--- config.mk ---
export PLATFORM = sky130hd
export DESIGN_NAME = tga_rle_pixel_decoder_core_flat
export DESIGN_NICKNAME = d
export VERILOG_FILES = /design/src/rtl/trd_pkg.sv /design/src/rtl/trd_if.sv /design/src/rtl/trd_csr.sv /design/src/rtl/tga_rle_pixel_decoder_core.sv /design/src/flat_wrapper.sv
export SDC_FILE = /design/constraint.sdc
export NUM_CORES = 1
export LEC_CHECK = 0
export ABC_AREA = 1
export BUFFER_PORTS_ARGS = -buffer_cell sky130_fd_sc_hd__buf_4
export CORE_ASPECT_RATIO = 1.25
export CORE_MARGIN = 1
export CORE_UTILIZATION = 64
export DETAILED_ROUTE_END_ITERATION = 10
export PLACE_DENSITY_LB_ADDON = 0.12
export SKIP_CTS_REPAIR_TIMING = 1
export SYNTH_ARGS = -nofsm -noshare
export SYNTH_HDL_FRONTEND = slang
export SYNTH_SLANG_ARGS = --single-unit
--- constraint.sdc ---
create_clock -name clock -period 9.7 [get_ports clock]
set_input_delay 1.455 -clock clock [delete_from_list [all_inputs] [get_ports clock]]
set_output_delay 1.455 -clock clock [all_outputs]
set_load 0.01 [all_outputs]
--- src/rtl/trd_pkg.sv ---
// shared types and constants for the tga run-length pixel decoder
package trd_pkg;

   // field widths
   localparam int BYTE_W     = 8;
   localparam int DIM_W      = 16;
   localparam int INDEX_W    = 32;
   localparam int CSR_IDX_W  = 2;
   localparam int CSR_DATA_W = DIM_W;

   // packet header decoding
   localparam logic [BYTE_W-1:0] RAW_LIMIT = 8'd128;
   localparam logic [BYTE_W-1:0] RUN_BIAS  = 8'd127;

   // pixel byte positions of the last byte of a pixel
   localparam logic [1:0] LAST_BYTE_3B = 2'd2;
   localparam logic [1:0] LAST_BYTE_4B = 2'd3;

   // configuration register indexes
   typedef enum logic [CSR_IDX_W-1:0] {
      CSR_IMAGE_WIDTH  = 2'd0,
      CSR_IMAGE_HEIGHT = 2'd1,
      CSR_FOUR_BYTE    = 2'd2
   } csr_index_type;

   // settings handed from the register block to the decoder
   typedef struct packed {
      logic               rearm;
      logic               four_byte;
      logic [INDEX_W-1:0] total;
   } cfg_type;

   // one result word
   typedef struct packed {
      logic [BYTE_W-1:0]  red;
      logic [BYTE_W-1:0]  green;
      logic [BYTE_W-1:0]  blue;
      logic [BYTE_W-1:0]  alpha;
      logic [BYTE_W-1:0]  span_length;
      logic [INDEX_W-1:0] start_index;
      logic               image_done;
      logic               overflow;
   } rsp_type;

endpackage

--- src/rtl/trd_if.sv ---
// valid/ready channel interfaces for the coded byte input and the span output
interface trd_req_if import trd_pkg::*; ();
   logic              valid;
   logic              ready;
   logic [BYTE_W-1:0] data_byte;

   modport source (output valid, output data_byte, input ready);
   modport sink   (input valid, input data_byte, output ready);
endinterface

interface trd_rsp_if import trd_pkg::*; ();
   logic               valid;
   logic               ready;
   logic [BYTE_W-1:0]  red;
   logic [BYTE_W-1:0]  green;
   logic [BYTE_W-1:0]  blue;
   logic [BYTE_W-1:0]  alpha;
   logic [BYTE_W-1:0]  span_length;
   logic [INDEX_W-1:0] start_index;
   logic               image_done;
   logic               overflow;

   modport source (output valid, output red, output green, output blue, output alpha,
                   output span_length, output start_index, output image_done,
                   output overflow, input ready);
   modport sink   (input valid, input red, input green, input blue, input alpha,
                   input span_length, input start_index, input image_done,
                   input overflow, output ready);
endinterface

--- src/rtl/trd_csr.sv ---
// configuration registers and registered pixel count of the image
module trd_csr import trd_pkg::*; (
   input  logic                  clock,
   input  logic                  reset,
   input  logic                  csr_wr_en,
   input  logic [CSR_IDX_W-1:0]  csr_index,
   input  logic [CSR_DATA_W-1:0] csr_data,
   output cfg_type               cfg
);

   logic [DIM_W-1:0]   width_ff, width_in;
   logic [DIM_W-1:0]   height_ff, height_in;
   logic               four_ff, four_in;
   logic [INDEX_W-1:0] total_ff, total_in;
   logic               rearm;

   // register write decode
   always_comb begin
      width_in  = width_ff;
      height_in = height_ff;
      four_in   = four_ff;
      rearm     = 1'b0;
      if (csr_wr_en) begin
         unique case (csr_index)
            CSR_IMAGE_WIDTH: begin
               width_in = csr_data;
               rearm    = 1'b1;
            end
            CSR_IMAGE_HEIGHT: begin
               height_in = csr_data;
               rearm     = 1'b1;
            end
            CSR_FOUR_BYTE: begin
               four_in = csr_data[0];
               rearm   = 1'b1;
            end
            default: begin
               rearm = 1'b0;
            end
         endcase
      end
   end

   // pixel count follows the register values that take effect this edge
   assign total_in = INDEX_W'(width_in) * INDEX_W'(height_in);

   always_ff @(posedge clock) begin
      if (reset) begin
         width_ff  <= DIM_W'(1);
         height_ff <= DIM_W'(1);
         four_ff   <= 1'b0;
         total_ff  <= INDEX_W'(1);
      end else begin
         width_ff  <= width_in;
         height_ff <= height_in;
         four_ff   <= four_in;
         total_ff  <= total_in;
      end
   end

   assign cfg.rearm     = rearm;
   assign cfg.four_byte = four_ff;
   assign cfg.total     = total_ff;

endmodule

--- src/rtl/tga_rle_pixel_decoder_core.sv ---
// run-length tga pixel decoder: coded bytes in, colour spans out
//
// req_chan carries one byte of coded pixel data per word. Each byte
// updates the packet state; the byte that completes a pixel, or a packet
// header that would run past width*height pixels, yields one rsp_chan word.
// A span word holds the colour (red, green, blue, alpha), the repeat
// count and the linear index of its first pixel; image_done marks the
// last span, after which the decoder waits for the next image's header.
// An overflow word stops decoding until reset or a csr write.
// A result is valid in the cycle after its byte is accepted. Throughput is
// one byte per cycle, set by the combinational header/pixel state update
// that feeds the result register. req_chan.ready stays high while the result
// register is empty or being taken, so a stalled receiver holds at most
// one result and back-pressures the input only while it stalls.
// Reset (synchronous) restores width 1, height 1, 3-byte pixels and the
// start of an image. Any csr write to a defined register also restarts the
// image at pixel 0 and clears a latched overflow; csr writes are meant to
// happen only while no results are outstanding.
module tga_rle_pixel_decoder_core import trd_pkg::*; (
   input  logic                  clock,
   input  logic                  reset,
   trd_req_if.sink               req_chan,
   trd_rsp_if.source             rsp_chan,
   input  logic                  csr_wr_en,
   input  logic [CSR_IDX_W-1:0]  csr_index,
   input  logic [CSR_DATA_W-1:0] csr_data
);

   cfg_type cfg;

   logic               hdr_ff, hdr_in;
   logic               run_ff, run_in;
   logic [BYTE_W-1:0]  left_ff, left_in;
   logic [1:0]         byte_idx_ff, byte_idx_in;
   logic [BYTE_W-1:0]  held_ff [3];
   logic [BYTE_W-1:0]  held_in [3];
   logic [INDEX_W-1:0] pos_ff, pos_in;
   logic               error_ff, error_in;
   logic               rsp_valid_ff, rsp_valid_in;
   rsp_type            rsp_ff;

   logic               req_fire;
   logic [BYTE_W-1:0]  b;
   logic [BYTE_W-1:0]  count;
   logic [INDEX_W:0]   hdr_sum;
   logic [1:0]         last_idx;
   logic [BYTE_W-1:0]  span;
   logic [INDEX_W-1:0] new_pos;
   logic               res_valid;
   rsp_type            res;

   trd_csr u_csr (
      .clock     (clock),
      .reset     (reset),
      .csr_wr_en (csr_wr_en),
      .csr_index (csr_index),
      .csr_data  (csr_data),
      .cfg       (cfg)
   );

   // input handshake: take a byte whenever the result register can be refilled
   assign req_chan.ready = !rsp_valid_ff || rsp_chan.ready;
   assign req_fire       = req_chan.valid && req_chan.ready;
   assign b              = req_chan.data_byte;

   // header decode and overflow test
   assign count    = (b < RAW_LIMIT) ? (b + 8'd1) : (b - RUN_BIAS);
   assign hdr_sum  = {1'b0, pos_ff} + (INDEX_W + 1)'(count);
   assign last_idx = cfg.four_byte ? LAST_BYTE_4B : LAST_BYTE_3B;
   assign span     = run_ff ? left_ff : 8'd1;
   assign new_pos  = pos_ff + INDEX_W'(span);

   // per-byte state update
   always_comb begin
      hdr_in      = hdr_ff;
      run_in      = run_ff;
      left_in     = left_ff;
      byte_idx_in = byte_idx_ff;
      held_in     = held_ff;
      pos_in      = pos_ff;
      error_in    = error_ff;
      res_valid   = 1'b0;
      res         = '0;

      if (req_fire && !error_ff) begin
         priority if (hdr_ff) begin
            if (hdr_sum > {1'b0, cfg.total}) begin
               res_valid       = 1'b1;
               res.overflow    = 1'b1;
               res.start_index = pos_ff;
               error_in        = 1'b1;
            end else begin
               run_in      = b[BYTE_W-1];
               left_in     = count;
               byte_idx_in = 2'd0;
               hdr_in      = 1'b0;
            end
         end else if (byte_idx_ff < last_idx) begin
            held_in[byte_idx_ff] = b;
            byte_idx_in          = byte_idx_ff + 2'd1;
         end else begin
            // last byte of a pixel closes one span
            res_valid       = 1'b1;
            res.blue        = held_ff[0];
            res.green       = held_ff[1];
            res.red         = cfg.four_byte ? held_ff[2] : b;
            res.alpha       = cfg.four_byte ? b : '0;
            res.span_length = span;
            res.start_index = pos_ff;
            byte_idx_in     = 2'd0;
            left_in         = run_ff ? '0 : (left_ff - 8'd1);
            hdr_in          = (left_in == '0);
            if (new_pos == cfg.total) begin
               res.image_done = 1'b1;
               pos_in         = '0;
               hdr_in         = 1'b1;
               left_in        = '0;
            end else begin
               pos_in = new_pos;
            end
         end
      end

      // a register write starts a new image
      if (cfg.rearm) begin
         hdr_in      = 1'b1;
         run_in      = 1'b0;
         left_in     = '0;
         byte_idx_in = 2'd0;
         pos_in      = '0;
         error_in    = 1'b0;
      end
   end

   // result register valid
   assign rsp_valid_in = req_chan.ready ? res_valid : rsp_valid_ff;

   always_ff @(posedge clock) begin
      if (reset) begin
         hdr_ff       <= 1'b1;
         run_ff       <= 1'b0;
         left_ff      <= '0;
         byte_idx_ff  <= 2'd0;
         pos_ff       <= '0;
         error_ff     <= 1'b0;
         rsp_valid_ff <= 1'b0;
      end else begin
         hdr_ff       <= hdr_in;
         run_ff       <= run_in;
         left_ff      <= left_in;
         byte_idx_ff  <= byte_idx_in;
         pos_ff       <= pos_in;
         error_ff     <= error_in;
         rsp_valid_ff <= rsp_valid_in;
      end
   end

   // pixel bytes and result payload
   always_ff @(posedge clock) begin
      held_ff <= held_in;
      if (req_chan.ready && res_valid) begin
         rsp_ff <= res;
      end
   end

   // output channel
   assign rsp_chan.valid       = rsp_valid_ff;
   assign rsp_chan.red         = rsp_ff.red;
   assign rsp_chan.green       = rsp_ff.green;
   assign rsp_chan.blue        = rsp_ff.blue;
   assign rsp_chan.alpha       = rsp_ff.alpha;
   assign rsp_chan.span_length = rsp_ff.span_length;
   assign rsp_chan.start_index = rsp_ff.start_index;
   assign rsp_chan.image_done  = rsp_ff.image_done;
   assign rsp_chan.overflow    = rsp_ff.overflow;

   // pixel position never passes the pixel count
   a_pos_in_range: assert property (@(posedge clock) disable iff (reset)
      pos_ff <= cfg.total)
      else $error("pixel position beyond image pixel count");

   // waiting for a header means no pixel or packet is half done
   a_header_clean: assert property (@(posedge clock) disable iff (reset)
      hdr_ff |-> (byte_idx_ff == 2'd0) && (left_ff == '0))
      else $error("header expected with packet state still active");

   // 3-byte pixels never reach the fourth byte slot
   a_byte_slot: assert property (@(posedge clock) disable iff (reset)
      !cfg.four_byte |-> (byte_idx_ff != LAST_BYTE_4B))
      else $error("fourth byte slot used for 3-byte pixels");

   // an overflow word leaves the decoder latched
   a_overflow_latch: assert property (@(posedge clock) disable iff (reset)
      req_chan.ready && res_valid && res.overflow && !cfg.rearm |=> error_ff)
      else $error("overflow result without latched error");

endmodule
--- src/flat_wrapper.sv ---
// flat-port wrapper written by rule: the top's interface ports become plain ports
module tga_rle_pixel_decoder_core_flat import trd_pkg::*;
  (clock, reset, csr_wr_en, csr_index, csr_data, req_chan_valid, req_chan_data_byte, req_chan_ready, rsp_chan_valid, rsp_chan_red, rsp_chan_green, rsp_chan_blue, rsp_chan_alpha, rsp_chan_span_length, rsp_chan_start_index, rsp_chan_image_done, rsp_chan_overflow, rsp_chan_ready);
  trd_req_if req_chan_i ();
  trd_rsp_if rsp_chan_i ();
  input  logic clock;
  input  logic reset;
  input  logic csr_wr_en;
  input  logic [CSR_IDX_W-1:0] csr_index;
  input  logic [CSR_DATA_W-1:0] csr_data;
  input wire logic [$bits(req_chan_i.valid)-1:0] req_chan_valid;
  input wire logic [$bits(req_chan_i.data_byte)-1:0] req_chan_data_byte;
  output wire logic [$bits(req_chan_i.ready)-1:0] req_chan_ready;
  output wire logic [$bits(rsp_chan_i.valid)-1:0] rsp_chan_valid;
  output wire logic [$bits(rsp_chan_i.red)-1:0] rsp_chan_red;
  output wire logic [$bits(rsp_chan_i.green)-1:0] rsp_chan_green;
  output wire logic [$bits(rsp_chan_i.blue)-1:0] rsp_chan_blue;
  output wire logic [$bits(rsp_chan_i.alpha)-1:0] rsp_chan_alpha;
  output wire logic [$bits(rsp_chan_i.span_length)-1:0] rsp_chan_span_length;
  output wire logic [$bits(rsp_chan_i.start_index)-1:0] rsp_chan_start_index;
  output wire logic [$bits(rsp_chan_i.image_done)-1:0] rsp_chan_image_done;
  output wire logic [$bits(rsp_chan_i.overflow)-1:0] rsp_chan_overflow;
  input wire logic [$bits(rsp_chan_i.ready)-1:0] rsp_chan_ready;
  assign req_chan_i.valid = req_chan_valid;
  assign req_chan_i.data_byte = req_chan_data_byte;
  assign req_chan_ready = req_chan_i.ready;
  assign rsp_chan_valid = rsp_chan_i.valid;
  assign rsp_chan_red = rsp_chan_i.red;
  assign rsp_chan_green = rsp_chan_i.green;
  assign rsp_chan_blue = rsp_chan_i.blue;
  assign rsp_chan_alpha = rsp_chan_i.alpha;
  assign rsp_chan_span_length = rsp_chan_i.span_length;
  assign rsp_chan_start_index = rsp_chan_i.start_index;
  assign rsp_chan_image_done = rsp_chan_i.image_done;
  assign rsp_chan_overflow = rsp_chan_i.overflow;
  assign rsp_chan_i.ready = rsp_chan_ready;
  tga_rle_pixel_decoder_core u_core (.clock(clock), .reset(reset), .req_chan(req_chan_i), .rsp_chan(rsp_chan_i), .csr_wr_en(csr_wr_en), .csr_index(csr_index), .csr_data(csr_data));
endmodule
==> results of run 1 <==
## metal layers
layer	wire length, µm	vias up
met5	0	-
met4	4777	0
met3	3749	231
met2	29560	784
met1	20990	8010
li1	-	7984
## per-stage QoR
| step | power (mW) | hold slack, ns |
|---|---|---|
| final | 2.947 | 0.4925 |
| after global routing | 3.113 | 0.5075 |
| after CTS | 2.930 | 0.4870 |
| after detailed placement | 2.053 | 0.4786 |
| after global placement | 2.028 | 0.4543 |
| after floorplan | 1.746 | 0.4363 |
## sequential cells by signal, summed over array words and instances, names as in the netlist, 2 cells and up
signal,flops
u_core.u_csr.total_ff,32
u_core.byte_idx_ff,2
u_core.rsp_chan.start_index,32
u_core.u_csr.height_ff,16
u_core.u_csr.width_ff,16
u_core.held_ff,24
u_core.rsp_chan.blue,8
u_core.pos_ff,32
u_core.rsp_chan.green,8
u_core.left_ff,8
u_core.rsp_chan.alpha,8
u_core.rsp_chan.span_length,8
u_core.rsp_chan.red,8
## cell families (layout without fill, tap and decap cells)
| group | after synthesis | in the layout | share of synthesized area (%) |
|---|---|---|---|
| xor gates and xnor gates | 51 | 51 | 2.279 |
| other | 0 | 2 | 0 |
| adders and majority gates | 353 | 353 | 30.04 |
| buffers and inverters | 564 | 673 | 11.07 |
| and+or+nand+nor | 1091 | 1091 | 22.92 |
| DFF | 209 | 209 | 26.35 |
| AOI/OAI and AO/OA | 261 | 261 | 7.334 |
## worst min path at each step
stage	slack, ns	endpoint
2_1_floorplan	0.44	u_core.error_ff
3_3_place_gp	0.45	u_core.error_ff
3_5_place_dp	0.48	u_core.byte_idx_ff[1]
4_1_cts	0.49	u_core.byte_idx_ff[1]
5_1_grt	0.51	u_core.error_ff
6_report	0.49	u_core.error_ff
## power by group through the flow
stage                     Clock, mW  Combinational [mW]  Sequential (mW)
after global placement            0                1.00             1.03
after floorplan                   0               0.728             1.02
final                         0.883                1.05             1.01
after global routing          0.916                1.18             1.02
after detailed placement          0                1.03             1.03
after CTS                     0.883                1.04             1.01
## placed cells by master (no fill, tap or decap), drive strengths merged, types with 32 or more instances in the layout
master / Yosys / layout
dfxtp: 111 / 111
a21oi: 133 / 133
fa: 196 / 196
nor2: 370 / 370
nand2: 538 / 538
o21ai: 98 / 98
or2: 32 / 32
clkbuf: 42 / 32
inv: 492 / 492
ha: 157 / 157
edfxtp: 98 / 98
buf: 17 / 129
nand3: 95 / 95
xor2: 42 / 42
## worst register-to-register path, cell delays in order (launching register included)
cell      delay, ns
dfxtp_1        0.30
or2_2          0.29
o21ai_2        0.19
clkinv_1       0.53
nand2_1        0.27
fa_1           0.44
fa_1           0.51
inv_1          0.06
fa_1           0.50
fa_1           0.52
fa_1           0.54
inv_1          0.05
fa_1           0.53
inv_1          0.04
ha_1           0.34
nand2_1        0.10
nor2_1         0.14
nor3b_1        0.27
nand4_1        0.12
nand3_1        0.14
a21o_1         0.16
nand2_1        0.06
nand3_1        0.11
a21oi_1        0.10
nand2_1        0.07
nand2_1        0.05
nor2_1         0.12
## cell type report
type,instances,area [µm²]
Multi-Input combinational cell,1756,12290
Fill cell,2401,8549
Sequential cell,209,5165
Inverter,505,1896
Timing Repair Buffer,129,968.4
Clock buffer,32,608.1
Tap cell,401,501.7
Clock inverter,7,136.4
Antenna cell,2,5.005
==> reports/qor.yml, run 1 <==
status: "finished clean"
min_path_type: "flip-flop to flip-flop"
synthTopCellsByCount: "nand2_1, inv_1, nor2_1, fa_1, ha_1"
hpwl_mm: 47.14
worst_pin_slew_ns: 1.170
grt_pass1_wl_mm: 91.85
power_switching_mw: 1.087
syn_to_final_growth_pct: 10.02
hold_path_startpoint: "u_core.error_ff"
relSlewSlack_pct: 21.94
cp-start-kind: "primary input"
synth_cells: 2529
synth_most_common_cell: "nand2_1"
fin_tns_setup_ns: 0
ys_seq_area_share_pct: 26.35
clk_path_buf_depth: 3
start_util_pct: 65.09
endpoint_kind: "flip-flop"
cts.clk_slew.worst_paths_ns: 0.06
finalHoldViolations: 0
stdcell_area_um2: 21570
pwr-share-clk_pct: 30.0
placed_area_um2: 20820
critPathSlowestCell: "o21ai_2"
routed_via_density: 5.593
synth_top_area_share_pct: 20.02
period_needed_ns: 8.682
slowest_delay_ns: 0.59
drt_iter0_drc: 1425
fmax_mhz: 115.2
utilization_pct: 71.61
drv_cap: 0
cts-root-buf: "clkbuf_16"
grt_pass1_vias: 17544
dp_cells: 3000
cts_buffers: 22
netlist_area_um2: 19600
reg2reg_from: "u_core.u_csr.width_ff[10]"
first_pass_iters: 8
r2r_cells: 26
cts_tree: "built"
worstPathArrival_ns: 9.13
dieHeight_um: 197.7
nets: 3007
p_int_mw: 1.860
drtAntennaViolNets: 0
dp_slack_ns: 0.7518
grt_max_degree: 91
crit_start: "csr_index[1]"
routed_wl_mm: 59.07
finalClockSkew_ns: 0.04592
cp_top_family: "adder cells"
drive_above_1_share_pct: 8.757
cts_max_level: 1
avgSynthCellArea_um2: 7.751
portBuffers: 106
criticalPathCategory: "primary input to flip-flop"
synth_warnings: 0
wl_per_cell_um: 19.43
synth-edff-count: 98
syn_nets: 2913
swShare_pct: 36.89
cp_max_fo: 17
crit_buf_inv: 8
vias: 17009
drc: 0
combPwrFrac_pct: 35.7
async_flop_share_pct: 0
pwr-share-seq_pct: 34.3
coreArea_um2: 30120
peakVddDrop_mv: 0.1648
yosysUniqueCellTypes: 49
ios: 107
endpoint: "u_core.u_csr.total_ff[28]"
crit_top_cell: "fa_1"
fin_ws_ns: 1.018
clkLatencyLatePin_ns: 0.56
grt_use_total_pct: 39.04
routabilityCongestion: 1.064
ys.flop_type: "dfxtp_1"
crit_cells: 31
gr-usage-met3_pct: 4.256
grtUsageMet2_pct: 69.48
period_share_pct: 89.51
rsz0062_at_grt: "no"
stdcell_count: 3041
synthTopCellsByArea: "fa_1, edfxtp_1, dfxtp_1"
synth_top_area_cell: "fa_1"
cts_sinks: 209
dieArea_um2: 31340
power_density_nw_per_um2: 136.6
antenna_found_initial: 2
busiest_layer: "met2"
drv_slew: 0
grtUsageMet1_pct: 42.56
power_leakage_nw: 10.29
grt_overflow: 0
r2r-end: "u_core.u_csr.total_ff[28]"
critPathRequiredTime_ns: 10.15
die_w_um: 158.5
row_count: 71
hold_depth: 2
report.final.setup_viol: 0
ys_ff_latch: 209
reg2reg_slack_ns: 3.05
Power figures use the tool's default switching activity.
==> run 2, diff against run 1 <==
==> constraint.sdc (replaced) <==
create_clock -name clock -period 9.1 [get_ports clock]
set_input_delay 1.365 -clock clock [delete_from_list [all_inputs] [get_ports clock]]
set_output_delay 1.365 -clock clock [all_outputs]
set_load 0.01 [all_outputs]
==> reports/qor.yml, run 2 (synthesis gave the netlist of run 1 again) <==
status: "finished clean"
clk_path_buf_depth: 3
cp_max_fo: 11
clkLatencyLatePin_ns: 0.56
vias: 17435
drive_above_1_share_pct: 9.287
antenna_found_initial: 0
fin_tns_setup_ns: 0
cts_tree: "built"
cts_sinks: 209
endpoint_kind: "flip-flop"
min_path_type: "flip-flop to flip-flop"
hold_depth: 2
period_needed_ns: 8.492
portBuffers: 106
crit_top_cell: "fa_1"
rsz0062_at_grt: "no"
drv_cap: 0
ios: 107
most-common-layout-cells: "nand2_1, inv_1, nor2_1"
routed_via_density: 5.716
r2r_cells: 26
diodes: 0
finalHoldViolations: 0
coreArea_um2: 30120
dp_slack_ns: 0.3166
routabilityCongestion: 1.089
first_pass_iters: 8
finalClockSkew_ns: 0.01900
routed_wl_mm: 61.22
grt_max_degree: 91
relSlewSlack_pct: 10.06
fmax_mhz: 117.8
period_share_pct: 93.32
cts-root-buf: "clkbuf_16"
power_density_nw_per_um2: 146.0
peakVddDrop_mv: 0.1496
start_util_pct: 65.09
criticalPathCategory: "primary input to flip-flop"
dieHeight_um: 197.7
grt_pass1_vias: 18011
cts.clk_slew.worst_paths_ns: 0.06
drc: 0
cp-start-kind: "primary input"
report.final.setup_viol: 0
grt_use_total_pct: 40.73
slowest_delay_ns: 0.60
final_common_cell: "nand2_1"
fin_ws_ns: 0.6082
drt_iter0_drc: 1759
fill_cells: 2396
cts_max_level: 1
utilization_pct: 71.81
nets: 3016
drv_slew: 0
worst_pin_slew_ns: 1.348
row_count: 71
grt_overflow: 0
dieArea_um2: 31340
die_w_um: 158.5
drtAntennaViolNets: 0
critPathRequiredTime_ns: 9.58
hpwl_mm: 47.81
syn_to_final_growth_pct: 10.33
critPathSlowestCell: "o21ai_2"
power_leakage_nw: 10.34
finalPower_mw: 3.157
worstPathArrival_ns: 8.97
cts_buffers: 23
wl_per_cell_um: 20.07
grt_pass1_wl_mm: 95.08
run 2: where the power goes:
group / total, mW / switching, mW / internal, mW
clock network: 0.940 / 0.415 / 0.525
logic: 1.14 / 0.746 / 0.394
registers: 1.08 / 0.0373 / 1.04
total: 3.16 / 1.20 / 1.96
run 2: final cells by class:
| type | count | area [µm²] | share of cell area (%) |
|---|---|---|---|
| multi-input combinational | 1756 | 12290 | 56.81 |
| sequential | 209 | 5165 | 23.88 |
| inverter | 505 | 1896 | 8.765 |
| timing repair buffer | 137 | 1028 | 4.756 |
| clock buffer | 28 | 624.3 | 2.887 |
| tap | 401 | 501.7 | 2.320 |
| clock inverter | 14 | 126.4 | 0.5843 |
run 2: worst paths after layout:
check	start	to	slack (ns)
worst max-delay path	csr_index[1]	u_core.u_csr.total_ff[28]	0.61
worst min-delay path	u_core.error_ff	u_core.error_ff	0.50
worst max register to register	u_core.u_csr.width_ff[9]	u_core.u_csr.total_ff[28]	2.13
worst min register to register	u_core.error_ff	u_core.error_ff	0.50
run 2: through the flow:
step / hold slack, ns / cells / instance area [µm²]
after global placement: 0.4511 / 3008 / 20880
after CTS: 0.4977 / 3050 / 21630
after floorplan: 0.4363 / 2529 / 19600
after global routing: 0.5157 / 3050 / 21630
final: 0.4956 / 3050 / 21630
after detailed placement: 0.4859 / 3008 / 20880
run 2: worst max-delay path: cells and delay by family:
kind / cells / cell delay [ns]
AO/OA/AOI/OAI: 3 / 0.89
adder cells (fa/ha/maj): 7 / 3.45
buffers and inverters: 8 / 1.43
AND/OR/NAND/NOR: 13 / 1.82
run 2: per-layer routing:
layer  track usage (%)  share of wire, %
met1             44.20                34
met2             71.83                50
met3             5.287               7.4
met4             30.34               8.4
met5                 0                 0
